<file path="config.mk">
export PLATFORM = sky130hd
export DESIGN_NAME = go_back_n_sender
export DESIGN_NICKNAME = d
export VERILOG_FILES = /design/src/rtl/core/gbn_pkg.sv /design/src/rtl/core/go_back_n_sender.sv /design/src/rtl/core/gbn_front.sv /design/src/rtl/core/gbn_cmd_fifo.sv /design/src/rtl/core/gbn_back.sv
export SDC_FILE = /design/constraint.sdc
export NUM_CORES = 1
export LEC_CHECK = 0
export ABC_CLOCK_PERIOD_IN_PS = 5450
export BUFFER_PORTS_ARGS = -buffer_cell sky130_fd_sc_hd__buf_2
export CAP_MARGIN = 20
export CORE_MARGIN = 2
export CORE_UTILIZATION = 40
export DETAILED_ROUTE_END_ITERATION = 8
export HOLD_SLACK_MARGIN = 0.12
export SLEW_MARGIN = 15
export SYNTH_ARGS = -nofsm -noshare
export SYNTH_HDL_FRONTEND = slang
export SYNTH_SLANG_ARGS = --single-unit
</file>
<file path="constraint.sdc">
create_clock -name clk_i -period 5.45 [get_ports clk_i]
set_input_delay 0.8175 -clock clk_i [delete_from_list [all_inputs] [get_ports clk_i]]
set_output_delay 0.8175 -clock clk_i [all_outputs]
set_load 0.01 [all_outputs]
</file>
<file path="src/rtl/core/gbn_pkg.sv">
`default_nettype none

package gbn_pkg;

  localparam int unsigned MAX_WINDOW    = 32;
  localparam int unsigned LEN_BITS      = $clog2(MAX_WINDOW + 1);
  localparam int unsigned CQ_DEPTH      = 2;
  localparam int unsigned CQ_PTR_BITS   = (CQ_DEPTH > 1) ? $clog2(CQ_DEPTH) : 1;
  localparam int unsigned CFG_IDX_BITS  = 2;
  localparam int unsigned CFG_DATA_BITS = 16;

  localparam logic [23:0] COUNT_MAX = 24'hFF_FFFF;

  localparam logic [CFG_IDX_BITS-1:0] CFG_WINDOW_SIZE  = CFG_IDX_BITS'(0);
  localparam logic [CFG_IDX_BITS-1:0] CFG_TOTAL_FRAMES = CFG_IDX_BITS'(1);

  typedef enum logic [1:0] {
    OP_START   = 2'd0,
    OP_ACK     = 2'd1,
    OP_TIMEOUT = 2'd2
  } op_e;

  typedef enum logic [1:0] {
    RK_SEND    = 2'd0,
    RK_ACKED   = 2'd1,
    RK_DONE    = 2'd2,
    RK_IGNORED = 2'd3
  } result_kind_e;

  typedef struct packed {
    logic [1:0]  operation;
    logic [15:0] ack_number;
  } in_t;

  typedef struct packed {
    result_kind_e result_kind;
    logic [15:0]  frame_number;
    logic [23:0]  transmit_count;
    logic         last_of_run;
  } out_t;

  // one run of results for the back end
  typedef struct packed {
    result_kind_e        kind;
    logic [15:0]         frame;
    logic [LEN_BITS-1:0] len;
    logic [23:0]         count;
  } cmd_t;

endpackage

`default_nettype wire

</file>
<file path="src/rtl/core/go_back_n_sender.sv">
// Go-Back-N ARQ sender. Events (start, ack, timeout) go in through a queue-style port
// (push/full) and result words come out through another (empty/pop); configuration is
// written on the cfg port (index 0 window_size, index 1 total_frames); the user must
// do so only while the block is idle, as the block itself does not enforce it. The
// front end takes one event when it is idle and the two-entry command queue has room:
// an ack-accepted or ignored event is pushed at once, an event that starts a burst or
// reports completion takes three steps (base update, round end, issue, which waits on a
// full queue). The back end loads a command and then, while its single output register
// is free or popped, emits one result word per cycle, up to a 32-frame window per run.
`default_nettype none

module go_back_n_sender (
  input  wire                                clk_i,
  input  wire                                rst_ni,
  input  wire                                push,
  input  gbn_pkg::in_t                       in_word_i,
  output logic                               full,
  output logic                               empty,
  input  wire                                pop,
  output gbn_pkg::out_t                      out_word_o,
  input  wire                                cfg_valid_i,
  output logic                               cfg_ready_o,
  input  wire  [gbn_pkg::CFG_IDX_BITS-1:0]   cfg_index_i,
  input  wire  [gbn_pkg::CFG_DATA_BITS-1:0]  cfg_data_i
);
  import gbn_pkg::*;

  logic ev_ready;
  cmd_t fr_cmd, bk_cmd;
  logic fr_push, cq_full, cq_empty, bk_pop;

  assign full        = !ev_ready;
  assign cfg_ready_o = 1'b1;

  gbn_front u_front (
    .clk_i       (clk_i),
    .rst_ni      (rst_ni),
    .cfg_valid_i (cfg_valid_i),
    .cfg_index_i (cfg_index_i),
    .cfg_data_i  (cfg_data_i),
    .ev_push_i   (push),
    .ev_i        (in_word_i),
    .ev_ready_o  (ev_ready),
    .cmd_o       (fr_cmd),
    .cmd_push_o  (fr_push),
    .cmd_full_i  (cq_full)
  );

  gbn_cmd_fifo u_cmdq (
    .clk_i   (clk_i),
    .rst_ni  (rst_ni),
    .push_i  (fr_push),
    .cmd_i   (fr_cmd),
    .full_o  (cq_full),
    .pop_i   (bk_pop),
    .cmd_o   (bk_cmd),
    .empty_o (cq_empty)
  );

  gbn_back u_back (
    .clk_i       (clk_i),
    .rst_ni      (rst_ni),
    .cmd_i       (bk_cmd),
    .cmd_empty_i (cq_empty),
    .cmd_pop_o   (bk_pop),
    .empty       (empty),
    .pop         (pop),
    .out_word_o  (out_word_o)
  );

endmodule

`default_nettype wire

</file>
<file path="src/rtl/core/gbn_front.sv">
`default_nettype none

module gbn_front (
  input  wire                                 clk_i,
  input  wire                                 rst_ni,
  input  wire                                 cfg_valid_i,
  input  wire  [gbn_pkg::CFG_IDX_BITS-1:0]    cfg_index_i,
  input  wire  [gbn_pkg::CFG_DATA_BITS-1:0]   cfg_data_i,
  input  wire                                 ev_push_i,
  input  gbn_pkg::in_t                        ev_i,
  output logic                                ev_ready_o,
  output gbn_pkg::cmd_t                       cmd_o,
  output logic                                cmd_push_o,
  input  wire                                 cmd_full_i
);
  import gbn_pkg::*;

  localparam logic [1:0] FS_IDLE  = 2'd0;
  localparam logic [1:0] FS_PREP  = 2'd1;
  localparam logic [1:0] FS_ISSUE = 2'd2;

  logic [1:0]  state_q, state_d;
  logic [5:0]  win_q;
  logic [15:0] total_q;
  logic [16:0] base_q, exp_q, rend_q;
  logic [5:0]  acked_q;
  logic        wait_q;
  logic [23:0] sent_q;
  logic [16:0] end_q;
  logic        done_q;

  logic        accept;
  logic        is_start, is_bad, ack_hit;
  logic [5:0]  win_eff;
  logic [16:0] total_x, sum_end, end_d, span;
  logic [LEN_BITS-1:0] run_len;
  logic [24:0] sent_sum;
  logic [23:0] sent_next;

  assign ev_ready_o = (state_q == FS_IDLE) && !cmd_full_i;
  assign accept     = ev_push_i && ev_ready_o;
  assign is_start   = ev_i.operation == OP_START;
  assign is_bad     = (ev_i.operation != OP_START) && (ev_i.operation != OP_ACK) &&
                      (ev_i.operation != OP_TIMEOUT);
  assign ack_hit    = (ev_i.operation == OP_ACK) && ({1'b0, ev_i.ack_number} == exp_q);

  assign win_eff = (win_q == 6'd0) ? 6'd1 :
                   (32'(win_q) > MAX_WINDOW) ? 6'(MAX_WINDOW) : win_q;
  assign total_x = {1'b0, total_q};
  assign sum_end = base_q + 17'(win_eff) - 17'd1;
  assign end_d   = (sum_end > total_x) ? total_x : sum_end;

  assign span      = end_q - base_q + 17'd1;
  assign run_len   = span[LEN_BITS-1:0];
  assign sent_sum  = {1'b0, sent_q} + 25'(run_len);
  assign sent_next = sent_sum[24] ? COUNT_MAX : sent_sum[23:0];

  always_comb begin
    cmd_o      = '{kind: RK_IGNORED, frame: 16'd0, len: LEN_BITS'(1), count: sent_q};
    cmd_push_o = 1'b0;
    state_d    = state_q;
    unique case (state_q)
      FS_IDLE: begin
        if (accept) begin
          if (is_start) begin
            state_d = FS_PREP;
          end else if (is_bad || !wait_q) begin
            cmd_push_o = 1'b1;
          end else if (ack_hit && (exp_q < rend_q)) begin
            cmd_o.kind  = RK_ACKED;
            cmd_o.frame = ev_i.ack_number;
            cmd_push_o  = 1'b1;
          end else begin
            state_d = FS_PREP;
          end
        end
      end
      FS_PREP: begin
        state_d = FS_ISSUE;
      end
      FS_ISSUE: begin
        if (!cmd_full_i) begin
          cmd_push_o = 1'b1;
          state_d    = FS_IDLE;
          if (done_q) begin
            cmd_o.kind = RK_DONE;
          end else begin
            cmd_o.kind  = RK_SEND;
            cmd_o.frame = base_q[15:0];
            cmd_o.len   = run_len;
          end
        end
      end
      default: begin
        state_d = FS_IDLE;
      end
    endcase
  end

  always_ff @(posedge clk_i or negedge rst_ni) begin
    if (!rst_ni) begin
      state_q <= FS_IDLE;
      win_q   <= 6'd4;
      total_q <= 16'd16;
      base_q  <= 17'd1;
      exp_q   <= 17'd1;
      rend_q  <= 17'd0;
      acked_q <= 6'd0;
      wait_q  <= 1'b0;
      sent_q  <= 24'd0;
    end else begin
      state_q <= state_d;
      if (cfg_valid_i) begin
        if (cfg_index_i == CFG_WINDOW_SIZE) begin
          win_q <= cfg_data_i[5:0];
        end else if (cfg_index_i == CFG_TOTAL_FRAMES) begin
          total_q <= cfg_data_i[15:0];
        end
      end
      if (state_q == FS_IDLE && accept) begin
        if (is_start) begin
          base_q <= 17'd1;
          sent_q <= 24'd0;
        end else if (is_bad || !wait_q) begin
          // idle or unknown event: nothing changes
        end else if (ack_hit) begin
          acked_q <= acked_q + 6'd1;
          if (exp_q >= rend_q) begin
            base_q <= rend_q + 17'd1;
          end else begin
            exp_q <= exp_q + 17'd1;
          end
        end else begin
          base_q <= base_q + 17'(acked_q);
        end
      end
      if (state_q == FS_ISSUE && !cmd_full_i) begin
        if (done_q) begin
          wait_q <= 1'b0;
        end else begin
          sent_q  <= sent_next;
          rend_q  <= end_q;
          exp_q   <= base_q;
          acked_q <= 6'd0;
          wait_q  <= 1'b1;
        end
      end
    end
  end

  always_ff @(posedge clk_i) begin
    if (state_q == FS_PREP) begin
      end_q  <= end_d;
      done_q <= base_q > total_x;
    end
  end

endmodule

`default_nettype wire

</file>
<file path="src/rtl/core/gbn_cmd_fifo.sv">
`default_nettype none

module gbn_cmd_fifo (
  input  wire            clk_i,
  input  wire            rst_ni,
  input  wire            push_i,
  input  gbn_pkg::cmd_t  cmd_i,
  output logic           full_o,
  input  wire            pop_i,
  output gbn_pkg::cmd_t  cmd_o,
  output logic           empty_o
);
  import gbn_pkg::*;

  localparam logic [CQ_PTR_BITS-1:0] LAST_PTR = CQ_PTR_BITS'(CQ_DEPTH - 1);

  cmd_t                  mem_q [CQ_DEPTH];
  logic [CQ_PTR_BITS-1:0] wptr_q, rptr_q;
  logic [CQ_PTR_BITS:0]   cnt_q;
  logic                   do_push, do_pop;

  assign full_o  = cnt_q == (CQ_PTR_BITS + 1)'(CQ_DEPTH);
  assign empty_o = cnt_q == '0;
  assign do_push = push_i && !full_o;
  assign do_pop  = pop_i && !empty_o;
  assign cmd_o   = mem_q[rptr_q];

  always_ff @(posedge clk_i) begin
    if (do_push) begin
      mem_q[wptr_q] <= cmd_i;
    end
  end

  always_ff @(posedge clk_i or negedge rst_ni) begin
    if (!rst_ni) begin
      wptr_q <= '0;
      rptr_q <= '0;
      cnt_q  <= '0;
    end else begin
      if (do_push) begin
        wptr_q <= (wptr_q == LAST_PTR) ? '0 : wptr_q + 1'b1;
      end
      if (do_pop) begin
        rptr_q <= (rptr_q == LAST_PTR) ? '0 : rptr_q + 1'b1;
      end
      if (do_push && !do_pop) begin
        cnt_q <= cnt_q + (CQ_PTR_BITS + 1)'(1);
      end else if (do_pop && !do_push) begin
        cnt_q <= cnt_q - (CQ_PTR_BITS + 1)'(1);
      end
    end
  end

endmodule

`default_nettype wire

</file>
<file path="src/rtl/core/gbn_back.sv">
`default_nettype none

module gbn_back (
  input  wire            clk_i,
  input  wire            rst_ni,
  input  gbn_pkg::cmd_t  cmd_i,
  input  wire            cmd_empty_i,
  output logic           cmd_pop_o,
  output logic           empty,
  input  wire            pop,
  output gbn_pkg::out_t  out_word_o
);
  import gbn_pkg::*;

  logic                busy_q, out_valid_q;
  result_kind_e        kind_q;
  logic [15:0]         frame_q;
  logic [LEN_BITS-1:0] rem_q;
  logic [23:0]         cnt_q;
  out_t                out_q;

  logic        step, last;
  logic [24:0] cnt_inc;
  logic [23:0] cnt_next;

  assign step      = busy_q && (!out_valid_q || pop);
  assign cmd_pop_o = !busy_q && !cmd_empty_i;
  assign last      = rem_q == LEN_BITS'(1);
  assign cnt_inc   = {1'b0, cnt_q} + 25'd1;
  assign cnt_next  = (kind_q != RK_SEND) ? cnt_q :
                     cnt_inc[24] ? COUNT_MAX : cnt_inc[23:0];

  assign empty      = !out_valid_q;
  assign out_word_o = out_q;

  always_ff @(posedge clk_i or negedge rst_ni) begin
    if (!rst_ni) begin
      busy_q      <= 1'b0;
      out_valid_q <= 1'b0;
    end else begin
      if (step) begin
        out_valid_q <= 1'b1;
        busy_q      <= !last;
      end else begin
        if (pop) begin
          out_valid_q <= 1'b0;
        end
        if (cmd_pop_o) begin
          busy_q <= 1'b1;
        end
      end
    end
  end

  always_ff @(posedge clk_i) begin
    if (cmd_pop_o) begin
      kind_q  <= cmd_i.kind;
      frame_q <= cmd_i.frame;
      rem_q   <= cmd_i.len;
      cnt_q   <= cmd_i.count;
    end else if (step) begin
      out_q.result_kind    <= kind_q;
      out_q.frame_number   <= frame_q;
      out_q.transmit_count <= cnt_next;
      out_q.last_of_run    <= last;
      cnt_q                <= cnt_next;
      frame_q              <= frame_q + 16'd1;
      rem_q                <= rem_q - LEN_BITS'(1);
    end
  end

endmodule

`default_nettype wire

</file>
==> metrics.md, run 1 <==
| Metric | Value |
|---|---|
| PortBufs | `85` |
| Critical path fanouts, max | `15` |
| Placed insts | `2107` |
| Synth Instances | `1524` |
| Initial Utilization | `about two fifths` |
| Crit path to | `u_front.end_q[3]` |
| Drt pass-1 iters | `5` |
| Lkg Pwr | `about 7.9 nW` |
| Crit end category | `register` |
| Syn_nets | `between 1500 and 2000` |
| CP startpoint kind | `register` |
| Clk root buf | `clkbuf_16` |
| Antenna violations before repair | `0` |
| Req. time, crit path | `~5.8 ns` |
| RSZ-0062 raised after global routing | `no` |
| Global-route wire length before repair | `61800 um` |
| CTS H-tree lvls | `2` |
| Warnings, synthesis | `0` |
| Finished Core Util | `45.8%` |
| Critical Path, Cell by Cell | `nor4_1, o21ai_0, ha_1, inv_1, ha_1, fa_1, a211oi_1, o21bai_1, a31oi_1, o211ai_1, a31o_1, a21oi_1, xnor2_1, ha_1, a21oi_1, o21ai_0, a21oi_1, a31oi_1, nor2_4, mux2_2` |
| Unique cell type count in the Yosys netlist | `73` |
| Post-synth top area share | `36.2%` |
| Worst min path class | `primary input to async pin` |
| Pre-CTS setup slack | `0.485 ns` |
| Worst skew pair latency | `0.56 ns` |
| Fin worst setup slack | `0.471 ns` |
| DR vias | `11600` |
| Site row count | `75` |
| Routed Antenna Nets | `0` |
| Pins Over Slew Limit | `0` |
| # setup viols final | `0` |
| Most frequent cells in the layout | `edfxtp_1, nand2_1, ha_1` |
| Commonest non-fill, non-tap cell in the layout | `edfxtp_1` |
| PnR Total Power | `between 10 and 15 mW` |
| Worst path slowest cell | `dfstp_2` |
| #FFs+latches synth | `317` |
| Die height | `210 um` |
| Worst IR Drop VDD | `0.000307 V` |
| Syn Area/Cell | `11.2 um2` |
| Vias in the first global route | `11400` |
| # resized after CTS | `0` |
| Reg2reg end | `u_front.end_q[3]` |
| Die width | `approximately 210 um` |
| CTS buffer count | `38` |
| R2R Path Start | `u_front.win_q[2]` |
| Post-DP HPWL | `28100 um` |
| Ranking of synthesized cells by area | `edfxtp_1, dfrtp_1, ha_1, xnor2_1, nand2_1` |
| Io pins | `87` |
| Final min period | `~5.0 ns` |
| Prevailing post-synth register cell | `edfxtp_1` |
| Final Cell Area | `19200 um2` |
| Actual slew at the worst max-slew pin | `roughly 0.96 ns` |
| Clock Sinks | `317` |
| Layout cells sized above 1 | `13.6%` |
| Pwr/cell area | `~540 nW/um2` |
| Post-DP Area | `18000 um2` |
| Drt drc | `0` |
| Register area share after synthesis | `52.7%` |
| Max-cap violation count | `0` |
| Biggest area consumer among synthesized cells | `edfxtp_1` |
| Syn-to-layout area delta | `12.9%` |
| ANT cells | `0` |
| Global Route Usage Sum | `17.7%` |
| Grt total ovfl | `0` |
| Worst-case reg-to-reg path depth | `20` |
| Final std cells w/o fill | `2179` |
| Core ar. | `41900 um2` |
| CTS Buffer Depth | `3` |
| Hold Vio Cnt, Final | `0` |
| Drt wl/cell | `17.8 um` |
| Initial DRC count | `652` |
| Peak Freq | `between 0.2 and 0.25 GHz` |
| Die area | `44200 um2` |
| Mapped Area | `17000 um2` |
| Crit path launch | `u_front.win_q[2]` |
| TritonCTS clock tree | `yes` |
| Reg2reg setup slack | `0.47 ns` |
| Nets@finish | `between 1500 and 2000` |
| Worst Hold Slack | `0.308 ns` |
| Post-synth ARST share | `35.3%` |
| Setup TNS | `0 ns` |
| Clk slew on worst S/H paths | `0.05 ns` |
| Setup Crit Path Kind | `register to register` |
| Hold_buf cts | `0` |
| Final period utilization | `91.4%` |
| RD Place Congestion | `0.852` |
| Worst EP arrival | `5.28 ns` |
| Clock Skew | `0.0208 ns` |
| Routed WL | `38700 um` |
| Status | `finished clean` |
| Via density | `5.33` |
| Number of setup buffers added after CTS | `0` |
| Max-slew headroom | `36.2%` |
| CP peak stage delay | `~0.54 ns` |
| Post-synth EDFFs | `205` |
| Pin count of the biggest net entering global routing | `60` |
## cells in the mapped netlist, drive strengths merged, types with 4 or more instances
| cell | number |
|---|---|
| nand2 | 149 |
| or2 | 4 |
| dfrtp | 108 |
| o21a | 7 |
| fa | 4 |
| a21oi | 100 |
| ha | 108 |
| nor4 | 8 |
| nor2b | 18 |
| or3 | 4 |
| and2 | 17 |
| clkbuf | 35 |
| mux2i | 40 |
| o22ai | 4 |
| buf | 16 |
| a21o | 27 |
| a211oi | 20 |
| o21ai | 86 |
| edfxtp | 205 |
| dfstp | 4 |
| nand4 | 40 |
| mux2 | 38 |
| nand3 | 46 |
| o21bai | 9 |
| nor2 | 88 |
| o31ai | 4 |
| a311oi | 7 |
| xnor2 | 79 |
| xor2 | 42 |
| inv | 83 |
| a31oi | 22 |
| nor3 | 28 |
| a2111oi | 6 |
| nand2b | 9 |
| and3 | 28 |
| and4 | 8 |
## flip-flops by register name, indices dropped and copies added (netlist names), 6 cells and up
name	cells
u_front.acked_q	6
u_back.frame_q	16
u_front.total_q	16
u_back.rem_q	6
u_front.base_q	17
u_front.exp_q	17
u_front.win_q	6
u_front.sent_q	24
u_front.end_q	17
u_front.rend_q	17
u_cmdq.mem_q	96
u_back.out_word_o	43
u_back.cnt_q	24
## cell families (layout without fill, tap and decap cells)
kind of cell	after synthesis	in the layout	synth area share, %
DFF	317	317	52.7
other	2	2	0.0441
adders and majority gates	112	112	8.41
and+or+nand+nor	456	456	13.5
xor gates and xnor gates	121	121	6.27
buffers and inverters	134	250	3.12
muxes	78	78	5.09
AOI/OAI and AO/OA	304	304	10.9
## layer usage
| layer | track usage, % | wire [um] |
|---|---|---|
| met1 | 25.2 | 18400 |
| met5 | 0 | 0 |
| met3 | 2.92 | 1880 |
| met2 | 27.2 | 17300 |
| met4 | 6.68 | 1060 |
## how the worst min path moves through the flow
stage | endpoint | startpoint | cells after the start
after floorplan | u_front.rend_q[10] | u_front.end_q[10] | 2
final | u_front.total_q[13] | rst_ni | 1
after CTS | u_front.total_q[13] | rst_ni | 1
after global routing | u_front.total_q[13] | rst_ni | 1
after global placement | u_front.rend_q[16] | u_front.end_q[16] | 2
after detailed placement | u_front.rend_q[16] | u_front.end_q[16] | 2
## area by class of cell
type	instances	area, um2
fill	3904	22700
sequential	317	8960
multi-input combinational	1073	7540
clock buffer	55	1030
tap	539	674
timing repair buffer	97	566
inverter	83	312
clock inverter	15	118
## report_power, final
| group | switching [mW] | leakage (nW) | internal [mW] |
|---|---|---|---|
| clock | 0.996 | 0.563 | 1.37 |
| sequential | 0.598 | 3.39 | 3.63 |
| combinational | 2.19 | 3.97 | 1.63 |
## critical path: cells and delay by family, from the launching register on
| kind | cells | cell delay, ns |
|---|---|---|
| compound gates | 11 | 1.90 |
| fa+ha+maj | 4 | 1.10 |
| simple gates | 2 | 0.56 |
| flops | 1 | 0.54 |
| mux | 1 | 0.40 |
| xor+xnor | 1 | 0.16 |
| buf+inv | 1 | 0.05 |
(Power assumes the default switching activity.)
==> run 2, diff against run 1 <==
Settings changed: MAX_ROUTING_LAYER set to met4.
==> metrics.md, run 2 (synthesis gave the netlist of run 1 again) <==
| Metric | Value |
|---|---|
| Antenna violations before repair | `0 (unchanged)` |
| Die height | `210 um (unchanged)` |
| Site row count | `75 (unchanged)` |
| CP startpoint kind | `register` |
| # resized after CTS | `0 (unchanged)` |
| Io pins | `87 (unchanged)` |
| Worst Hold Slack | `0.307 ns (-0.00149 ns)` |
| RSZ-0062 raised after global routing | `no` |
| PnR Total Power | `10.4 mW (about the same)` |
| Pwr/cell area | `542 nW/um2 (about the same)` |
| Clock Skew | `0.0200 ns (-0.000864 ns)` |
| Worst-case reg-to-reg path depth | `20 (unchanged)` |
| Final min period | `4.98 ns (+0.00176 ns)` |
| CTS Buffer Depth | `3 (unchanged)` |
| Drt pass-1 iters | `5 (unchanged)` |
| Clock Sinks | `317 (unchanged)` |
| Global-route wire length before repair | `61800 um (about the same)` |
| Via density | `5.34 (+0.13%)` |
| Critical path fanouts, max | `15 (unchanged)` |
| Clk slew on worst S/H paths | `0.05 ns (about the same)` |
| Pins Over Slew Limit | `0 (unchanged)` |
| Register with the most flip-flops | `u_cmdq.mem_q` |
| Fill count | `3904 (unchanged)` |
| Max-cap violation count | `0 (unchanged)` |
| CTS H-tree lvls | `2 (unchanged)` |
| Lkg Pwr | `7.92 nW (unchanged)` |
| TritonCTS clock tree | `yes` |
| DR vias | `11600 (+0.13%)` |
| Initial DRC count | `634 (-2.8%)` |
| Final period utilization | `91.4% (about the same)` |
| Actual slew at the worst max-slew pin | `0.964 ns (+0.00688 ns)` |
| PortBufs | `85 (unchanged)` |
| Clk root buf | `clkbuf_16` |
| Layout cells sized above 1 | `13.6% (unchanged)` |
| Hold Vio Cnt, Final | `0 (unchanged)` |
| Syn-to-layout area delta | `12.9% (unchanged)` |
| Die area | `44200 um2 (unchanged)` |
| Peak Freq | `0.201 GHz (about the same)` |
| Most frequent cells in the layout | `edfxtp_1, nand2_1, ha_1` |
| Pin count of the biggest net entering global routing | `60 (unchanged)` |
| Req. time, crit path | `5.75 ns (about the same)` |
| ANT cells | `0 (unchanged)` |
| Placed insts | `2107 (unchanged)` |
| Initial Utilization | `40.6% (unchanged)` |
| Commonest non-fill, non-tap cell in the layout | `edfxtp_1` |
| Number of setup buffers added after CTS | `0 (unchanged)` |
| Grt total ovfl | `0 (unchanged)` |
| Setup Crit Path Kind | `register to register` |
| Vias in the first global route | `11400 (-0.21%)` |
| Max-slew headroom | `35.7% (-0.46 points)` |
| Worst skew pair latency | `0.56 ns (about the same)` |
| Die width | `210 um (unchanged)` |
| Global Route Usage Sum | `18.2% (+0.54 points)` |
| RD Place Congestion | `0.866 (+1.6%)` |
| Routed WL | `38700 um (about the same)` |
| Finished Core Util | `45.8% (unchanged)` |
| Final std cells w/o fill | `2179 (unchanged)` |
| Routed Antenna Nets | `0 (unchanged)` |
| Max reg flops | `96 (unchanged)` |
| Setup TNS | `0 ns (unchanged)` |
| Drt wl/cell | `17.7 um (about the same)` |
| Crit end category | `register` |
| CTS buffer count | `38 (unchanged)` |
| Post-DP HPWL | `28100 um (unchanged)` |
| Status | `finished clean` |
| Worst IR Drop VDD | `0.000307 V (about the same)` |
| # setup viols final | `0 (unchanged)` |
| Hold_buf cts | `0 (unchanged)` |
| Core ar. | `41900 um2 (unchanged)` |
| Nets@finish | `1763 (unchanged)` |
| Worst min path class | `primary input to async pin` |
| Worst EP arrival | `5.28 ns (about the same)` |
| Drt drc | `0 (unchanged)` |
==> run 2: layer usage <==
layer  part of all wire, %  routed length, um  GRT usage (%)  vias up
met4                   2.8               1080           6.68        0
met5                     0                  0              -        -
li1                      -                  -              -     5717
met1                    47              18300           25.2     5567
met2                    45              17300           27.2      278
met3                   5.0               1940           2.89       70
==> run 2: worst paths after layout <==
check	slack (ns)	start	end
min	0.31	rst_ni	u_front.total_q[13]
max reg2reg	0.47	u_front.win_q[2]	u_front.end_q[3]
min reg2reg	0.46	u_front.end_q[16]	u_front.rend_q[16]
max in group asynchronous	4.30	rst_ni	u_front.exp_q[0]
max	0.47	u_front.win_q[2]	u_front.end_q[3]
min in group clk_i	0.46	u_front.end_q[16]	u_front.rend_q[16]
==> run 2: report_power, final <==
group / switching [mW] / total, mW / leakage, nW / internal (mW)
logic: 2.19 / 3.82 / 3.97 / 1.63
clock network: 0.995 / 2.37 / 0.563 / 1.37
registers: 0.597 / 4.22 / 3.39 / 3.63
==> run 2: through the flow <==
step                setup WS [ns]  cell area [um2]
finish                      0.469            19200
global route               0.0667            19200
CTS                         0.451            19200
detailed placement          0.485            18000
global placement            0.551            18000
floorplan                   0.691            17000
==> run 2: final cells by class <==
cell class                      count  area (um2)  share of cell area [%]
Clock buffer                       55        1030                    5.39
Clock inverter                     15         118                   0.612
Inverter                           83         312                    1.62
Multi-Input combinational cell   1073        7540                    39.3
Sequential cell                   317        8960                    46.7
Tap cell                          539         674                    3.51
Timing Repair Buffer               97         566                    2.94
==> run 2: worst max-delay path, stage by stage (launching register included) <==
cell	delay (ns)
dfstp_2	0.54
nor4_1	0.05
o21ai_0	0.17
ha_1	0.18
inv_1	0.05
ha_1	0.22
fa_1	0.43
a211oi_1	0.30
o21bai_1	0.13
a31oi_1	0.29
o211ai_1	0.18
a31o_1	0.23
a21oi_1	0.18
xnor2_1	0.16
ha_1	0.28
a21oi_1	0.12
o21ai_0	0.09
a21oi_1	0.11
a31oi_1	0.09
nor2_4	0.51
mux2_2	0.40
==> run 3, diff against run 2 <==
Settings changed: REMOVE_ABC_BUFFERS set to 1.
==> metrics.md, run 3 (synthesis gave the netlist of run 1 again) <==
| Metric | Value |
|---|---|
| Actual slew at the worst max-slew pin | `0.988 ns (+0.0238 ns)` |
| Finished Core Util | `46.2% (+0.35 points)` |
| Via density | `5.33 (-0.18%)` |
| Worst IR Drop VDD | `0.000299 V (-2.5%)` |
| Commonest non-fill, non-tap cell in the layout | `edfxtp_1` |
| Worst skew pair latency | `0.55 ns (about the same)` |
| Initial Utilization | `40.6% (unchanged)` |
| Die height | `210 um (unchanged)` |
| Multi-input logic area | `7540 um2 (about the same)` |
| Reg area | `8960 um2 (unchanged)` |
| Worst min path class | `primary input to async pin` |
| Drt drc | `0 (unchanged)` |
| CP startpoint kind | `register` |
| Max-slew headroom | `34.0% (-1.7 points)` |
| Site row count | `75 (unchanged)` |
| Worst-case reg-to-reg path depth | `19 (-5.0%)` |
| Syn-to-layout area delta | `13.8%` |
| DR vias | `11600 (-0.18%)` |
| Routed WL | `38100 um (-1.4%)` |
| CTS buffer count | `38 (unchanged)` |
| Nets@finish | `1763 (unchanged)` |
| Peak Freq | `0.197 GHz (-1.7%)` |
| Placed insts | `2108 (+0.047%)` |
| Reg2reg end | `u_front.end_q[2]` |
| Clk slew on worst S/H paths | `0.06 ns (about the same)` |
| Register with the most flip-flops | `u_cmdq.mem_q` |
| Grt total ovfl | `0 (unchanged)` |
| Pwr/cell area | `551 nW/um2 (+1.7%)` |
| PortBufs | `85 (unchanged)` |
| Logic pwr share | `35.3% (-1.4 points)` |
| CTS H-tree lvls | `2 (unchanged)` |
| Sequential fraction of design power | `39.6% (-1.0 points)` |
| Fill count | `3837 (-1.7%)` |
| Crit end category | `register` |
| Final std cells w/o fill | `2179 (unchanged)` |
| Hold Vio Cnt, Final | `0 (unchanged)` |
| Most frequent cells in the layout | `edfxtp_1, nand2_1, ha_1` |
| Clk root buf | `clkbuf_16` |
| Io pins | `87 (unchanged)` |
| TritonCTS clock tree | `yes` |
| Max-cap violation count | `0 (unchanged)` |
| Clock Sinks | `317 (unchanged)` |
| Sw power | `3.78 mW (-0.25%)` |
| Core ar. | `41900 um2 (unchanged)` |
| Req. time, crit path | `5.75 ns (about the same)` |
| Layout cells sized above 1 | `14.1% (+0.49 points)` |
| Setup Crit Path Kind | `register to register` |
| Antenna violations before repair | `0 (unchanged)` |
| Post-DP HPWL | `27600 um (-1.8%)` |
| Pin count of the biggest net entering global routing | `96 (+60%)` |
| Switching Share | `35.4% (-0.96 points)` |
| Die width | `210 um (unchanged)` |
| Global Route Usage Sum | `17.9% (-0.33 points)` |
| R2R Path Start | `u_front.base_q[1]` |
| Worst EP arrival | `5.36 ns (+0.08 ns)` |
| Lkg Pwr | `7.99 nW (+0.98%)` |
| Critical path fanouts, max | `15 (unchanged)` |
| Clock Power Share | `25.1% (+2.4 points)` |
| Number of setup buffers added after CTS | `0 (unchanged)` |
| Hold_buf cts | `0 (unchanged)` |
| Pins Over Slew Limit | `0 (unchanged)` |
| # setup viols final | `0 (unchanged)` |
| ANT cells | `0 (unchanged)` |
| Max reg flops | `96 (unchanged)` |
| Worst path slowest cell | `dfrtp_1` |
| CP peak stage delay | `0.52 ns (-0.02 ns)` |
| # resized after CTS | `0 (unchanged)` |
| RSZ-0062 raised after global routing | `no` |
| Critical Path, Cell by Cell | `inv_1, ha_1, inv_1, ha_1, fa_1, a211oi_1, o21bai_1, a31oi_1, o211ai_1, a31o_1, a21oi_1, xnor2_1, ha_1, a21oi_1, o21ai_0, a21oi_1, a31oi_1, nor2_4, mux2_2` |
| Final period utilization | `93.0% (+1.6 points)` |
| RD Place Congestion | `0.869 (+0.38%)` |
| Final min period | `5.07 ns (+0.0860 ns)` |
| Drt pass-1 iters | `5 (unchanged)` |
| Global-route wire length before repair | `61200 um (-1.0%)` |
| PnR Total Power | `10.7 mW (+2.5%)` |
| Clock Skew | `0.0221 ns (+0.00207 ns)` |
| Status | `finished clean` |
| Die area | `44200 um2 (unchanged)` |
| Setup TNS | `0 ns (unchanged)` |
| Vias in the first global route | `11600 (+1.8%)` |
| Reg2reg setup slack | `0.38 ns (-0.09 ns)` |
| Drt wl/cell | `17.5 um (-1.4%)` |
| Routed Antenna Nets | `0 (unchanged)` |
| Initial DRC count | `663 (+4.6%)` |
| P_int | `6.89 mW (+4.0%)` |
| CTS Buffer Depth | `3 (unchanged)` |
## run 3: cell count changes in the layout (fill, tap and decap cells not counted), moves of 2 or more
cell	before	now
buf_4	8	12
bufinv_16	1	7
clkbuf_8	2	0
buf_12	4	0
clkbuf_1	15	8
clkinv_1	3	1
## run 3: cell type report
type | count | area share [%]
multi-input combinational | 1073 | 39.0
sequential | 317 | 46.3
tap | 539 | 3.48
clock buffer | 47 | 5.20
timing repair buffer | 97 | 2.78
clock inverter | 23 | 1.66
inverter | 83 | 1.61
## run 3: power by group through the flow
stage / logic, mW / registers (mW) / clock network (mW)
detailed placement: 3.77 / 4.27 / 0
CTS: 3.80 / 4.23 / 2.75
floorplan: 2.74 / 4.22 / 0
global route: 4.21 / 4.33 / 2.85
global placement: 3.68 / 4.24 / 0
finish: 3.76 / 4.23 / 2.68
## run 3: through the flow
stage,area (um2),hold slack [ns],setup slack (ns)
2_1_floorplan,16800,0.426,0.727
5_1_grt,19400,0.169,0.0446
3_5_place_dp,18000,0.437,0.382
3_3_place_gp,18000,0.439,0.522
6_report,19400,0.154,0.383
4_1_cts,19300,0.445,0.350
## run 3: layer usage
metal / global-route usage [%] / share of wire, %
met5: - / 0
met4: 6.58 / 3.4
met3: 2.74 / 3.7
met2: 28.7 / 47
met1: 23.1 / 46
## run 3: worst max path at each step
stage,startpoint,endpoint,slack (ns),cells past startpoint
final,u_front.base_q[1],u_front.end_q[2],0.38,19
after floorplan,in_word_i[3],u_cmdq.mem_q[1][0],0.73,7
after CTS,u_front.win_q[5],u_front.end_q[15],0.35,20
after global routing,u_front.win_q[2],u_front.end_q[15],0.04,20
after detailed placement,u_front.win_q[5],u_front.end_q[15],0.38,20
after global placement,u_front.win_q[2],u_front.end_q[15],0.52,20
## run 3: critical path: cells and delay by family, from the launching register on
family / cells / cell delay, ns
adder cells (fa/ha/maj): 4 / 1.26
AO/OA/AOI/OAI: 10 / 1.82
buffers and inverters: 2 / 0.13
flip-flops: 1 / 0.52
XOR/XNOR: 1 / 0.18
AND/OR/NAND/NOR: 1 / 0.50
multiplexers: 1 / 0.40
